File: config.mk
export PLATFORM = sky130hd
export DESIGN_NAME = pip_ctrl
export DESIGN_NICKNAME = d
export VERILOG_FILES = /design/src/hw/rtl/pip_pkg.sv /design/src/hw/rtl/pip_ctrl.sv
export SDC_FILE = /design/constraint.sdc
export NUM_CORES = 1
export LEC_CHECK = 0
export BUFFER_PORTS_ARGS = -buffer_cell sky130_fd_sc_hd__clkbuf_2
export CAP_MARGIN = 10
export CORE_ASPECT_RATIO = 1.2
export CORE_UTILIZATION = 51
export CTS_CLUSTER_SIZE = 30
export DETAILED_ROUTE_END_ITERATION = 6
export PLACE_DENSITY = 0.76
export SYNTH_ARGS = -nofsm -noshare
export SYNTH_HDL_FRONTEND = slang
export SYNTH_SLANG_ARGS = --single-unit
File: constraint.sdc
create_clock -name clk -period 2.7 [get_ports clk]
set_clock_uncertainty 0.2 [all_clocks]
set_input_delay 0.81 -clock clk [delete_from_list [all_inputs] [get_ports clk]]
set_output_delay 0.81 -clock clk [all_outputs]
set_load 0.005 [all_outputs]
File: src/hw/rtl/pip_pkg.sv
// Package for the point-in-polygon filter: operation codes, the stored vertex
// format, controller state codes and the command and status bundles.
// No dependencies.
package pip_pkg;

	typedef enum logic {
		OP_LOAD = 1'b0,
		OP_TEST = 1'b1
	} op_t;

	typedef struct packed {
		logic signed [31:0] y;
		logic signed [31:0] x;
	} vertex_t;

	typedef enum logic [2:0] {
		ST_IDLE  = 3'b001,
		ST_ISSUE = 3'b010,
		ST_DRAIN = 3'b100
	} state_t;

	typedef struct packed {
		logic wr_en;
		logic start;
		logic rd_en;
		logic out_load;
	} pip_cmd_t;

	typedef struct packed {
		logic busy;
		logic out_free;
	} pip_status_t;

endpackage

File: src/hw/rtl/pip_ctrl.sv
// Controller of the point-in-polygon filter: input handshake, vertex count
// register and the sequencer that walks the vertex table once per test.
// Depends on pip_pkg.
module pip_ctrl
	import pip_pkg::*;
#(
	parameter int MAX_VERTICES = 16
) (
	input  logic                              clk,
	input  logic                              arst_n,
	input  logic                              cfg_wr_en,
	input  logic [4:0]                        cfg_wr_data,
	input  logic                              in_valid,
	output logic                              in_stall,
	input  logic                              operation,
	input  pip_status_t                       status,
	output pip_cmd_t                          cmd,
	output logic [$clog2(MAX_VERTICES)-1:0]   rd_addr
);

	localparam int AW = $clog2(MAX_VERTICES);
	localparam int CW = $clog2(MAX_VERTICES + 1);

	state_t          state_q;
	logic [4:0]      vertex_count_q;
	logic [CW-1:0]   n_q;
	logic [CW-1:0]   k_q;
	logic [CW-1:0]   n_sat;
	logic            accept;

	assign n_sat = (32'(vertex_count_q) > 32'(MAX_VERTICES)) ?
		CW'(MAX_VERTICES) : CW'(vertex_count_q);

	assign in_stall = (state_q != ST_IDLE);
	assign accept   = in_valid && (state_q == ST_IDLE);
	assign rd_addr  = (k_q == n_q) ? '0 : AW'(k_q);

	always_comb begin
		cmd.wr_en    = accept && (operation == OP_LOAD);
		cmd.start    = accept && (operation == OP_TEST);
		cmd.rd_en    = (state_q == ST_ISSUE);
		cmd.out_load = (state_q == ST_DRAIN) && !status.busy && status.out_free;
	end

	always_ff @(posedge clk or negedge arst_n) begin
		if (!arst_n) begin
			vertex_count_q <= '0;
		end else if (cfg_wr_en) begin
			vertex_count_q <= cfg_wr_data;
		end
	end

	always_ff @(posedge clk or negedge arst_n) begin
		if (!arst_n) begin
			state_q <= ST_IDLE;
			n_q     <= '0;
			k_q     <= '0;
		end else begin
			case (state_q)
				ST_IDLE: begin
					if (cmd.start) begin
						n_q     <= n_sat;
						k_q     <= '0;
						state_q <= (n_sat == '0) ? ST_DRAIN : ST_ISSUE;
					end
				end
				ST_ISSUE: begin
					if (k_q == n_q) begin
						state_q <= ST_DRAIN;
					end else begin
						k_q <= k_q + 1'b1;
					end
				end
				ST_DRAIN: begin
					if (cmd.out_load) begin
						state_q <= ST_IDLE;
					end
				end
				default: begin
					state_q <= ST_IDLE;
				end
			endcase
		end
	end

endmodule

==> flow_metrics.env <==
export IMPL_status="completed"
export IMPL_worst_slew_pin_slew_ps=433
export IMPL_finalNetCount=136
export IMPL_critPathLaunchType="flop"
export IMPL_multi_input_area_um2=467
export IMPL_numCtsBuffers=3
export IMPL_ios=21
export IMPL_root_buffer="clkbuf_4"
export IMPL_postRouteAntennaNets=0
export IMPL_drt_pass1_iterations=6
export IMPL_finalHoldViolCount=0
export IMPL_clk_path_buf_depth=2
export IMPL_die_height_um=48.5
export IMPL_diodes=0
export IMPL_drtIter0Drc=11
export IMPL_rr_worst_depth=6
export IMPL_cts_tree="done"
export IMPL_start_util=0.553
export IMPL_grt_pass1_wl_mm=2.70
export IMPL_finalCriticalPeriod_ps=2580
export IMPL_syn_num_nets=107
export IMPL_via_per_inst=5.44
export IMPL_core_area_um2=1660
export IMPL_ys_types=28
export IMPL_grt_pass1_vias=666
export IMPL_overflow=0
export IMPL_syn_inst=94
export IMPL_drv_cap=0
export IMPL_reg2reg_to="k_q[4]$_DFFE_PN0P_"
export IMPL_fill_cells=137
export IMPL_synth_seq_cells=18
export IMPL_critPathCaptureType="output pin"
export IMPL_cp_required_ps=1690
export IMPL_ctsHoldBuffers=0
export IMPL_vdd_ir_drop_worst_uv=479
export IMPL_fin_setup_tns_ps=0
export IMPL_io_buffer_count=20
export IMPL_grtUsageTotal=0.199
export IMPL_netlist_area_leader_share=0.463
export IMPL_fp_dieArea_um2=1980
export IMPL_dieWidth_um=40.7
export IMPL_antenna_found_initial=0
export IMPL_r2r_setup_slack_ps=620
export IMPL_synth_edff_count=0
export IMPL_hp_class="in -> async"
export IMPL_r2r_start="k_q[2]$_DFFE_PN0P_"
export IMPL_syn_to_final_growth_pct=22.3
export IMPL_grt_max_degree=19
export IMPL_syn_area_per_cell_um2=9.77
export IMPL_path_max_fanout=6
export IMPL_finalSetupViolCount=0
export IMPL_fin_crit_sh=0.957
export IMPL_p_leak_nw=0.558
export IMPL_cp_arrival_ps=1570
export IMPL_seq_area_um2=453
export IMPL_cts_num_sinks=18
export IMPL_fin_ws_ps=115
export IMPL_dp_cells=132
export IMPL_htreeDepth=1
export IMPL_ys_warn_count=0
export IMPL_drive_above_1_share=0.320
export IMPL_yosys_area_top_type="dfrtp_1"
export IMPL_clk_latency_ps=290
export IMPL_relSlewSlack=0.711
export IMPL_pre_cts_ws_ps=222
export IMPL_crit_type="reg -> out"
export IMPL_yosysSeqAreaShare=0.492
export IMPL_route_vias_total=761
export IMPL_cts_clk_slew_worst_paths_ps=100
export IMPL_rows=16
export IMPL_power_density_nw_per_um2=829
export IMPL_async_flop_share=1.00
export IMPL_synth_area_um2=918
export IMPL_synth_ff_type="dfrtp_1"
export IMPL_drv_slew=0
export IMPL_synth_area_leaders="dfrtp_1, mux2_2, nand2_1"
export IMPL_hpwlAfterDp_mm=1.28
export IMPL_drc_errors=0
export IMPL_post_drt_wl_per_cell_um=12.1
export IMPL_gp_congestion=0.732
export IMPL_finalNonFillerCells=140
export IMPL_fmax_mhz=387
export IMPL_wl_mm=1.69
metal layers:
layer	track usage	vias to the layer above	wire, um
li1	-	386	-
met1	0.244	357	773
met2	0.331	16	847
met3	0.0688	2	59
met4	0.0333	0	9
met5	0	-	0
registers in the layout, summed over array words and instances (netlist names):
register / flops
state_q: 3
k_q: 5
vertex_count_q: 5
n_q: 5
synthesized netlist by cell type, types with 3 or more instances:
cell type   n
a21oi_1     3
and2_1      4
dfrtp_1    17
mux2_2      5
nand2_1    13
nand2b_1    7
nand3_1     5
nor2_1      6
o21ai_0     9
xor2_1      3
cell usage in the layout (no fill, tap or decap), types with 3 or more instances in the layout:
master / netlist / routed
xor2_1: 3 / 3
nand2_1: 13 / 13
nand2b_1: 7 / 7
nand3_1: 5 / 5
buf_4: 0 / 5
a21oi_1: 3 / 3
and2_1: 4 / 4
o21ai_0: 9 / 9
nor2_1: 6 / 6
clkbuf_2: 0 / 20
clkbuf_4: 0 / 3
mux2_2: 5 / 5
dfrtp_1: 17 / 16
where the power goes:
part | switching [W] | internal (W) | total, W
clock | 0.0000817 | 0.0000821 | 0.000164
combinational | 0.000192 | 0.000172 | 0.000364
sequential | 0.0000639 | 0.000339 | 0.000403
kinds of logic after synthesis:
group           Yosys count  synth area share
simple gates             44             0.255
flops                    18             0.492
compound gates           16             0.104
mux                       6            0.0722
xor+xnor                  5            0.0477
buf+inv                   4            0.0164
fa+ha+maj                 1            0.0136
per-stage QoR:
| step | cell area, um2 | util | hold slack (ps) | total power (W) |
|---|---|---|---|---|
| 2_1_floorplan | 918 | - | 266 | 0.000611 |
| 4_1_cts | 1090 | 0.659 | 248 | 0.000892 |
| 6_report | 1120 | 0.676 | 235 | 0.000931 |
| 3_3_place_gp | 1050 | 0.631 | 284 | 0.000698 |
| 3_5_place_dp | 1050 | 0.631 | 290 | 0.000712 |
| 5_1_grt | 1120 | 0.676 | 267 | 0.00100 |
repair_timing:
action                     CTS  global route
resized for setup            2             1
setup endpoints to repair    4             4
setup buffers                0             3
pin swaps                    0             1
cloned                       0             1
final cells by class:
| class | count | area share |
|---|---|---|
| multi-input cells | 73 | 0.415 |
| flip-flops and latches | 18 | 0.403 |
| repair buffers | 25 | 0.122 |
| clock buffers | 4 | 0.0323 |
| well taps | 18 | 0.0200 |
| inverters | 2 | 0.00668 |
worst max-delay path, stage by stage (launching register included):
cell and delay [ps]:
dfrtp_2 460, xor2_1 190, nor3_2 200, nand3_2 150, and2_1 190, clkbuf_2 100
worst max-delay path by stage:
stage               slack, ps               start  cells after the start    endpoint
finish                    120  k_q[2]$_DFFE_PN0P_                      5  rd_addr[3]
global placement          310  k_q[2]$_DFFE_PN0P_                      5  rd_addr[2]
floorplan                 480  k_q[2]$_DFFE_PN0P_                      4  rd_addr[0]
CTS                        50  k_q[2]$_DFFE_PN0P_                      5  rd_addr[3]
global route               -8  n_q[4]$_DFFE_PN0P_                      5  rd_addr[3]
detailed placement        220  k_q[2]$_DFFE_PN0P_                      5  rd_addr[3]
No activity file was read; power rests on OpenSTA's default activity.
